File: src/hdl/plst_pkg.sv
`timescale 1ns / 1ps

package plst_pkg;

  localparam int DEPTH  = 64;
  localparam int ADDR_W = $clog2(DEPTH);
  localparam int CNT_W  = ADDR_W + 1;
  localparam int DATA_W = 32;

  localparam logic [CNT_W-1:0] CAP_RESET = CNT_W'(2);

  localparam logic OP_INSERT = 1'b0;
  localparam logic OP_DELETE = 1'b1;

  localparam logic STATUS_OK     = 1'b0;
  localparam logic STATUS_REJECT = 1'b1;

  typedef enum logic [1:0] {
    ST_IDLE,
    ST_SHIFT,
    ST_PUT,
    ST_DUMP
  } state_t;

  typedef struct packed {
    logic              op;
    logic signed [31:0] value;
    logic [6:0]        position;
  } cmd_t;

  typedef struct packed {
    logic              status;
    logic              element_valid;
    logic signed [31:0] element_value;
    logic [5:0]        slot;
    logic [6:0]        entry_count;
    logic [6:0]        logical_capacity;
    logic              last;
  } rsp_t;

  // One result slot handed from the sequencer to the output queue.
  typedef struct packed {
    logic valid;
    logic use_mem;
    rsp_t res;
  } issue_t;

endpackage

File: src/hdl/plst_ram.sv
`timescale 1ns / 1ps

module plst_ram #(
  parameter int WIDTH = 32,
  parameter int DEPTH = 64
) (
  input  logic                     clk,
  input  logic                     we,
  input  logic [$clog2(DEPTH)-1:0] waddr,
  input  logic [WIDTH-1:0]         wdata,
  input  logic                     re,
  input  logic [$clog2(DEPTH)-1:0] raddr,
  output logic [WIDTH-1:0]         rdata
);

  logic [WIDTH-1:0] mem [DEPTH];

  always_ff @(posedge clk) begin
    if (we) begin
      mem[waddr] <= wdata;
    end
    if (re) begin
      rdata <= mem[raddr];
    end
  end

endmodule

File: src/hdl/plst_ctrl.sv
`timescale 1ns / 1ps

module plst_ctrl (
  input  logic                          clk,
  input  logic                          rst,
  input  logic                          cmd_valid,
  output logic                          cmd_stall,
  input  plst_pkg::cmd_t                cmd,
  input  logic                          room,
  output plst_pkg::issue_t              iss,
  output logic                          ram_re,
  output logic [plst_pkg::ADDR_W-1:0]   ram_raddr,
  output logic                          ram_we,
  output logic [plst_pkg::ADDR_W-1:0]   ram_waddr,
  output logic [plst_pkg::DATA_W-1:0]   ram_wdata,
  input  logic [plst_pkg::DATA_W-1:0]   ram_rdata
);
  import plst_pkg::*;

  state_t              state, state_next;
  logic [CNT_W-1:0]    count;
  logic [CNT_W-1:0]    cap;
  logic [ADDR_W-1:0]   ptr;
  logic [CNT_W-1:0]    left;
  logic                is_del;
  logic [ADDR_W-1:0]   pos_r;
  logic [DATA_W-1:0]   val_r;
  logic                wpend;
  logic [ADDR_W-1:0]   wptr;

  logic                accept;
  logic                reject;
  logic                ptr_last;
  logic [CNT_W+1:0]    cnt4;
  logic [CNT_W+1:0]    cap3;
  logic [CNT_W:0]      cap2;
  logic [CNT_W-1:0]    cap_half;
  logic [CNT_W-1:0]    cap_grow;
  logic [CNT_W-1:0]    cap_shrink;

  assign cmd_stall = !((state == ST_IDLE) && room);
  assign accept    = cmd_valid && !cmd_stall;

  always_comb begin
    if (cmd.op == OP_INSERT) begin
      reject = (cmd.position > count) || (count == CNT_W'(DEPTH));
    end else begin
      reject = (count == '0) || (cmd.position >= count);
    end
  end

  assign ptr_last = ({1'b0, ptr} == count - CNT_W'(1));

  // capacity policy: grow at three quarters full, shrink at one quarter
  assign cnt4     = {count, 2'b00};
  assign cap3     = {2'b00, cap} + {1'b0, cap, 1'b0};
  assign cap2     = {cap, 1'b0};
  assign cap_half = cap >> 1;

  always_comb begin
    cap_grow = cap;
    if (cnt4 >= cap3) begin
      cap_grow = (cap2 > (CNT_W+1)'(DEPTH)) ? CNT_W'(DEPTH) : cap2[CNT_W-1:0];
    end
    cap_shrink = cap;
    if (cnt4 <= {2'b00, cap}) begin
      cap_shrink = (cap_half == '0) ? CNT_W'(1) : cap_half;
    end
  end

  always_comb begin
    state_next = state;
    unique case (state)
      ST_IDLE: begin
        if (accept && !reject) begin
          state_next = ST_SHIFT;
        end
      end
      ST_SHIFT: begin
        if (left == '0 && !wpend) begin
          state_next = is_del ? ST_DUMP : ST_PUT;
        end
      end
      ST_PUT: begin
        state_next = ST_DUMP;
      end
      ST_DUMP: begin
        if (room && (count == '0 || ptr_last)) begin
          state_next = ST_IDLE;
        end
      end
      default: begin
        state_next = ST_IDLE;
      end
    endcase
  end

  always_comb begin
    iss       = '0;
    iss.res.entry_count      = count;
    iss.res.logical_capacity = cap;
    ram_re    = 1'b0;
    ram_raddr = ptr;
    ram_we    = wpend;
    ram_waddr = wptr;
    ram_wdata = ram_rdata;
    unique case (state)
      ST_IDLE: begin
        if (accept && reject) begin
          iss.valid      = 1'b1;
          iss.res.status = STATUS_REJECT;
          iss.res.last   = 1'b1;
        end
      end
      ST_SHIFT: begin
        ram_re = (left != '0);
      end
      ST_PUT: begin
        ram_we    = 1'b1;
        ram_waddr = pos_r;
        ram_wdata = val_r;
      end
      ST_DUMP: begin
        if (room) begin
          iss.valid      = 1'b1;
          iss.res.status = STATUS_OK;
          if (count == '0) begin
            iss.res.last = 1'b1;
          end else begin
            iss.use_mem           = 1'b1;
            ram_re                = 1'b1;
            iss.res.element_valid = 1'b1;
            iss.res.slot          = ptr;
            iss.res.last          = ptr_last;
          end
        end
      end
      default: begin
      end
    endcase
  end

  always_ff @(posedge clk) begin
    if (rst) begin
      state <= ST_IDLE;
      count <= '0;
      cap   <= CAP_RESET;
      wpend <= 1'b0;
    end else begin
      state <= state_next;
      wpend <= (state == ST_SHIFT) && (left != '0);
      if (state == ST_IDLE && accept && !reject) begin
        if (cmd.op == OP_INSERT) begin
          count <= count + CNT_W'(1);
          cap   <= cap_grow;
        end else begin
          count <= count - CNT_W'(1);
          cap   <= cap_shrink;
        end
      end
    end
  end

  always_ff @(posedge clk) begin
    unique case (state)
      ST_IDLE: begin
        is_del <= (cmd.op == OP_DELETE);
        pos_r  <= cmd.position[ADDR_W-1:0];
        val_r  <= cmd.value;
        if (cmd.op == OP_INSERT) begin
          // walk down from the old tail, copying each entry one slot up
          ptr  <= ADDR_W'(count - CNT_W'(1));
          left <= count - cmd.position;
        end else begin
          // walk up from the slot after the hole, copying one slot down
          ptr  <= ADDR_W'(cmd.position + CNT_W'(1));
          left <= count - CNT_W'(1) - cmd.position;
        end
      end
      ST_SHIFT: begin
        if (left != '0) begin
          ptr  <= is_del ? ptr + ADDR_W'(1) : ptr - ADDR_W'(1);
          left <= left - CNT_W'(1);
          wptr <= is_del ? ptr - ADDR_W'(1) : ptr + ADDR_W'(1);
        end else if (!wpend) begin
          ptr <= '0;
        end
      end
      ST_PUT: begin
      end
      ST_DUMP: begin
        if (room && count != '0) begin
          ptr <= ptr + ADDR_W'(1);
        end
      end
      default: begin
      end
    endcase
  end

endmodule

File: src/hdl/plst_outq.sv
`timescale 1ns / 1ps

module plst_outq (
  input  logic                        clk,
  input  logic                        rst,
  input  plst_pkg::issue_t            iss,
  input  logic [plst_pkg::DATA_W-1:0] ram_rdata,
  output logic                        room,
  output logic                        rsp_valid,
  input  logic                        rsp_stall,
  output plst_pkg::rsp_t              rsp
);
  import plst_pkg::*;

  issue_t     pend;
  rsp_t       q [2];
  logic [1:0] occ;
  logic [1:0] occ_rem;
  logic [1:0] occ_next;
  logic       pop;
  logic       push;
  rsp_t       push_data;

  assign pop      = (occ != 2'd0) && !rsp_stall;
  assign push     = pend.valid;
  assign occ_rem  = occ - {1'b0, pop};
  assign occ_next = occ_rem + {1'b0, push};
  // a read issued now lands next cycle, so keep one slot free for it
  assign room     = (occ_next < 2'd2);

  always_comb begin
    push_data = pend.res;
    push_data.element_value = pend.use_mem ? ram_rdata : '0;
  end

  assign rsp_valid = (occ != 2'd0);
  assign rsp       = q[0];

  always_ff @(posedge clk) begin
    pend.use_mem <= iss.use_mem;
    pend.res     <= iss.res;
    if (rst) begin
      occ        <= 2'd0;
      pend.valid <= 1'b0;
    end else begin
      occ        <= occ_next;
      pend.valid <= iss.valid;
    end
  end

  always_ff @(posedge clk) begin
    if (push && occ_rem == 2'd0) begin
      q[0] <= push_data;
    end else if (pop) begin
      q[0] <= q[1];
    end
    if (push && occ_rem == 2'd1) begin
      q[1] <= push_data;
    end
  end

endmodule

File: src/hdl/positional_insert_delete_list.sv
`timescale 1ns / 1ps
// Channel | Dir | Handshake              | Payload
// cmd     | in  | cmd_valid / cmd_stall  | plst_pkg::cmd_t (op, value, position)
// rsp     | out | rsp_valid / rsp_stall  | plst_pkg::rsp_t (one list element or status)
//
// An accepted insert at position p with n entries copies entries p to n - 1 one slot up,
// tail first, then writes the value at p; a delete moves the entries after p one slot down.
// The list then streams out at one result per cycle while rsp is not stalled, each result
// passing through the pend register and the output queue to rsp; a rejected transaction's
// status result takes the same path. Reset is synchronous; the entry RAM is not cleared.
// A stalled rsp only pauses the readout; the 2-deep output queue holds in-flight data.

module positional_insert_delete_list (
  input  logic             clk,
  input  logic             rst,
  input  logic             cmd_valid,
  output logic             cmd_stall,
  input  plst_pkg::cmd_t   cmd,
  output logic             rsp_valid,
  input  logic             rsp_stall,
  output plst_pkg::rsp_t   rsp
);
  import plst_pkg::*;

  issue_t              iss;
  logic                room;
  logic                ram_re;
  logic [ADDR_W-1:0]   ram_raddr;
  logic                ram_we;
  logic [ADDR_W-1:0]   ram_waddr;
  logic [DATA_W-1:0]   ram_wdata;
  logic [DATA_W-1:0]   ram_rdata;

  plst_ctrl u_ctrl (
    .clk       (clk),
    .rst       (rst),
    .cmd_valid (cmd_valid),
    .cmd_stall (cmd_stall),
    .cmd       (cmd),
    .room      (room),
    .iss       (iss),
    .ram_re    (ram_re),
    .ram_raddr (ram_raddr),
    .ram_we    (ram_we),
    .ram_waddr (ram_waddr),
    .ram_wdata (ram_wdata),
    .ram_rdata (ram_rdata)
  );

  plst_ram #(
    .WIDTH (DATA_W),
    .DEPTH (DEPTH)
  ) u_ram (
    .clk   (clk),
    .we    (ram_we),
    .waddr (ram_waddr),
    .wdata (ram_wdata),
    .re    (ram_re),
    .raddr (ram_raddr),
    .rdata (ram_rdata)
  );

  plst_outq u_outq (
    .clk       (clk),
    .rst       (rst),
    .iss       (iss),
    .ram_rdata (ram_rdata),
    .room      (room),
    .rsp_valid (rsp_valid),
    .rsp_stall (rsp_stall),
    .rsp       (rsp)
  );

endmodule

File: config.mk
export PLATFORM = sky130hd
export DESIGN_NAME = positional_insert_delete_list
export DESIGN_NICKNAME = d
export VERILOG_FILES = /design/src/hdl/plst_pkg.sv /design/src/hdl/plst_ram.sv /design/src/hdl/plst_ctrl.sv /design/src/hdl/plst_outq.sv /design/src/hdl/positional_insert_delete_list.sv
export SDC_FILE = /design/constraint.sdc
export NUM_CORES = 2
export LEC_CHECK = 0
export BUFFER_PORTS_ARGS = -buffer_cell sky130_fd_sc_hd__buf_2
export CORE_ASPECT_RATIO = 1.2
export CORE_MARGIN = 2
export CORE_UTILIZATION = 57
export DETAILED_ROUTE_END_ITERATION = 16
export HOLD_SLACK_MARGIN = 0.02
export PLACE_DENSITY = 0.76
export REMOVE_ABC_BUFFERS = 1
export SLEW_MARGIN = 20
export SYNTH_ARGS = -nofsm -noshare
export SYNTH_HDL_FRONTEND = slang
export SYNTH_SLANG_ARGS = --single-unit
File: constraint.sdc
create_clock -name clk -period 4.2 [get_ports clk]
set_input_delay 0.63 -clock clk [delete_from_list [all_inputs] [get_ports clk]]
set_output_delay 0.63 -clock clk [all_outputs]
set_load 0.05 [all_outputs]
==> flow_summary.yaml <==
outcome:
  outcome: "finished, final reports clean"
logic_synthesis:
  synth.area.mux_share_pct: 18.2
  synth-xor-area-share_pct: 0.540
  ys.flop_type: "edfxtp_1"
  yosys_register_bits: 2291
  synth-simple-area-share_pct: 1.32
  syn_inst: 3834
  post_synth.cell_area_avg_um2: 23.3
  async_flop_share_pct: 0
  synth.area.top_cells: "edfxtp_1 (76%), mux4_2 (17%), mux2_2 (1.1%)"
  synth_fa_ha_area_share_pct: 0.797
  synth_warnings: 0
  synth_top_area_share_pct: 75.7
  synth_top_family_by_area: "multiplexers"
  synth_compound_area_share_pct: 0.975
  synth_seq_area_share_pct: 76.7
  synth.distinct_cells: 60
  synth_top_cell_by_area: "edfxtp_1"
  syn-cell-area_um2: 89200
  synth_edf_count: 2248
floorplanning:
  die_w_um: 365
  core_area_um2: 156000
  die_h_um: 437
  die-area_um2: 160000
  start_util_pct: 57.2
  core.rowCount: 159
  io_pins: 101
global_routing:
  busiest_layer: "met2"
  gr-total-overflow: 0
  grt_max_degree: 103
  grt_util_met3_pct: 5.35
  grt_pass1_wl_um: 314000
  antenna_found_initial: 7
  use_met2_pct: 46.9
  grt_usage_pct: 27.9
  grtUsageMet1_pct: 36.9
  grt_pass1_vias: 43600
sta:
  final_hold_viol_count: 0
  slew_headroom_pct: 29.1
  finalCriticalPeriod_ns: 3.65
  finClkSkew_ns: 0.0314
  period_share_pct: 86.9
  worstMarginPinSlew_ns: 1.06
  rsz0062_at_grt: "no"
  setup_viol: 0
  max_freq_mhz: 274
  tns_ns: 0
  drv_slew: 0
finish:
  areaGrowthSynthToFinish_pct: 12.8
  drive_gt1_share_pct: 32.9
  fin_nets: 4214
detailed_routing:
  drt_first_pass_iters: 6
  wl_per_cell_um: 34.5
  wl_um: 220000
  ant_nets: 0
  dr_total_vias: 42700
  drc: 0
  drt_iter0_drc: 6426
  viasPerCell: 6.70
clocking:
  cts_resized: 0
  clk_path_buf_depth: 3
  cts_buffers: 198
  cts_setup_buffers: 0
  root_buffer: "clkbuf_16"
  clk-insertion-delay-late_ns: 0.85
  cts.sinks: 2291
  tritoncts: "done"
  path_clk_slew_ns: 0.06
  cts-htree-levels: 4
worst_setup_path:
  critPathLaunch: "u_outq.occ[1]$_SDFF_PP0_"
  cp.arrival_ns: 3.02
  path_max_fanout: 7
  slowest_stage: "xor2_1"
  path_cells: "or2_2 > nand2b_1 > inv_1 > ha_1 > inv_1 > ha_1 > xor2_1 > nand2_1 > buf_2"
  start_kind: "flop"
  cpPeakStageDelay_ns: 0.41
  worstPathRequired_ns: 3.57
  endpoint_kind: "primary output"
  worst-setup-path-type: "reg -> out"
  reg2reg_from: "u_ctrl.cap[1]$_SDFFE_PP1P_"
placed_design:
  portBuffers: 100
  gp_congestion: 0.862
  dp_hpwl_um: 121000
worst_hold_path:
  min_from: "cmd[2]"
  min_path_type: "in -> reg"
power_and_ir_drop:
  power_density_nw_per_um2: 470
  vdd_drop_max_mv: 0.391
  p_leak_nw: 32.1
  fin_total_pwr_w: 0.0472
job:
  drv_cap: 0
[state kept, by name, summed over array words and instances (netlist names), 6 cells and up]
signal and cells:
u_ctrl.val_r 32, u_ctrl.left 7, u_ram.rdata 32, u_ctrl.pos_r 6
u_ctrl.ram_raddr 6, u_ctrl.cap 7, u_ctrl.count 7, u_outq.q 110
u_ram.mem 2048, u_ctrl.wptr 6, u_outq.pend 23
[per-stage QoR]
step                setup WS [ns]  instances  area, um2  hold WS [ns]  utilization [%]
floorplan                  -17.49       3592      88000         0.382                -
global placement            0.812       5972      93700         0.410             60.1
detailed placement          0.787       5974      93800         0.414             60.1
CTS                         0.513       6370     100000        0.0484             64.4
global route                0.358       6371     101000        0.0705             64.5
finish                      0.548       6373     101000        0.0954             64.5
[cells in the final DEF (no fill, tap or decap), types with 20 or more instances in the layout]
cell type | synthesis | final
nand2_1 | 46 | 45
inv_1 | 41 | 41
mux4_2 | 672 | 672
and2_1 | 37 | 36
ha_1 | 52 | 50
o21ai_0 | 25 | 24
nor3_1 | 20 | 20
edfxtp_1 | 2248 | 2248
clkbuf_1 | 97 | 32
clkinv_2 | 0 | 40
a21oi_1 | 29 | 29
dlygate4sd3_1 | 0 | 34
nor2_1 | 107 | 43
buf_4 | 68 | 128
nor2_4 | 0 | 64
dfxtp_1 | 43 | 43
buf_2 | 35 | 100
clkbuf_16 | 0 | 202
mux2_2 | 88 | 72
clkinv_1 | 0 | 48
buf_12 | 0 | 59
xnor2_1 | 41 | 41
[cell usage after synthesis (4+ instances only)]
| cell | number |
|---|---|
| a211oi_1 | 14 |
| a21boi_0 | 4 |
| a21o_1 | 10 |
| a21oi_1 | 29 |
| a22oi_1 | 9 |
| and2_1 | 37 |
| buf_1 | 41 |
| buf_2 | 35 |
| buf_4 | 68 |
| clkbuf_1 | 97 |
| dfxtp_1 | 43 |
| edfxtp_1 | 2248 |
| ha_1 | 52 |
| inv_1 | 41 |
| mux2_2 | 88 |
| mux2i_1 | 8 |
| mux4_2 | 672 |
| nand2_1 | 46 |
| nand2b_1 | 5 |
| nand3_1 | 13 |
| nor2_1 | 107 |
| nor2b_1 | 6 |
| nor3_1 | 20 |
| o21ai_0 | 25 |
| o21bai_1 | 4 |
| or3_1 | 4 |
| xnor2_1 | 41 |
| xor2_1 | 14 |
[cells by family (layout without fill, tap and decap cells)]
| family | count (synthesis) | in the layout |
|---|---|---|
| other | 0 | 3 |
| adders and majority gates | 55 | 55 |
| xor gates and xnor gates | 55 | 55 |
| DFF | 2291 | 2291 |
| buffers and inverters | 283 | 726 |
| AOI/OAI and AO/OA | 129 | 129 |
| muxes | 768 | 768 |
| and+or+nand+nor | 253 | 253 |
[final timing paths]
kind | slack [ns] | endpoint | cells after the start
worst max-delay path | 0.55 | cmd_stall | 9
worst min register to register | 0.43 | u_outq.q[0][63]$_DFFE_PP_ | 0
worst min-delay path | 0.1 | u_ctrl.pos_r[2]$_DFFE_PP_ | 1
worst max register to register | 0.70 | u_ctrl.cap[3]$_SDFFE_PP0P_ | 17
[area by class of cell]
type / instances / area, um2
sequential: 2291 / 68400
fill: 9617 / 55400
multi-input combinational: 1260 / 20000
clock buffer: 236 / 5200
timing repair buffer: 323 / 3010
tap: 2093 / 2620
clock inverter: 126 / 1190
inverter: 41 / 154
antenna: 3 / 7.51
[critical path: cells and delay by family, from the launching register on]
family | cells | cell delay [ns]
adders and majority gates | 2 | 0.47
and+or+nand+nor | 3 | 0.57
DFF | 1 | 0.32
xor gates and xnor gates | 1 | 0.41
buffers and inverters | 3 | 0.39
[power by group]
part / leakage, nW / internal (W) / switching, W
Combinational: 8.29 / 0.00152 / 0.00229
Clock: 3.12 / 0.00992 / 0.00821
Sequential: 20.7 / 0.0252 / 0.000120
Total: 32.1 / 0.0366 / 0.0106
[routing by layer]
layer / routed length, um / share of wire (%) / vias up
li1: - / - / 16700
met1: 77400 / 35 / 22600
met2: 113000 / 51 / 2910
met3: 21800 / 9.9 / 474
met4: 7690 / 3.5 / 4
met5: 22 / 0.010 / -
[what timing repair did]
| action | in CTS | in global routing |
|---|---|---|
| endpoints found under the setup margin | 0 | 0 |
| hold buffers | 34 | 0 |
| endpoints found under the hold margin | 34 | 0 |
No activity file was read; power rests on OpenSTA's default activity.
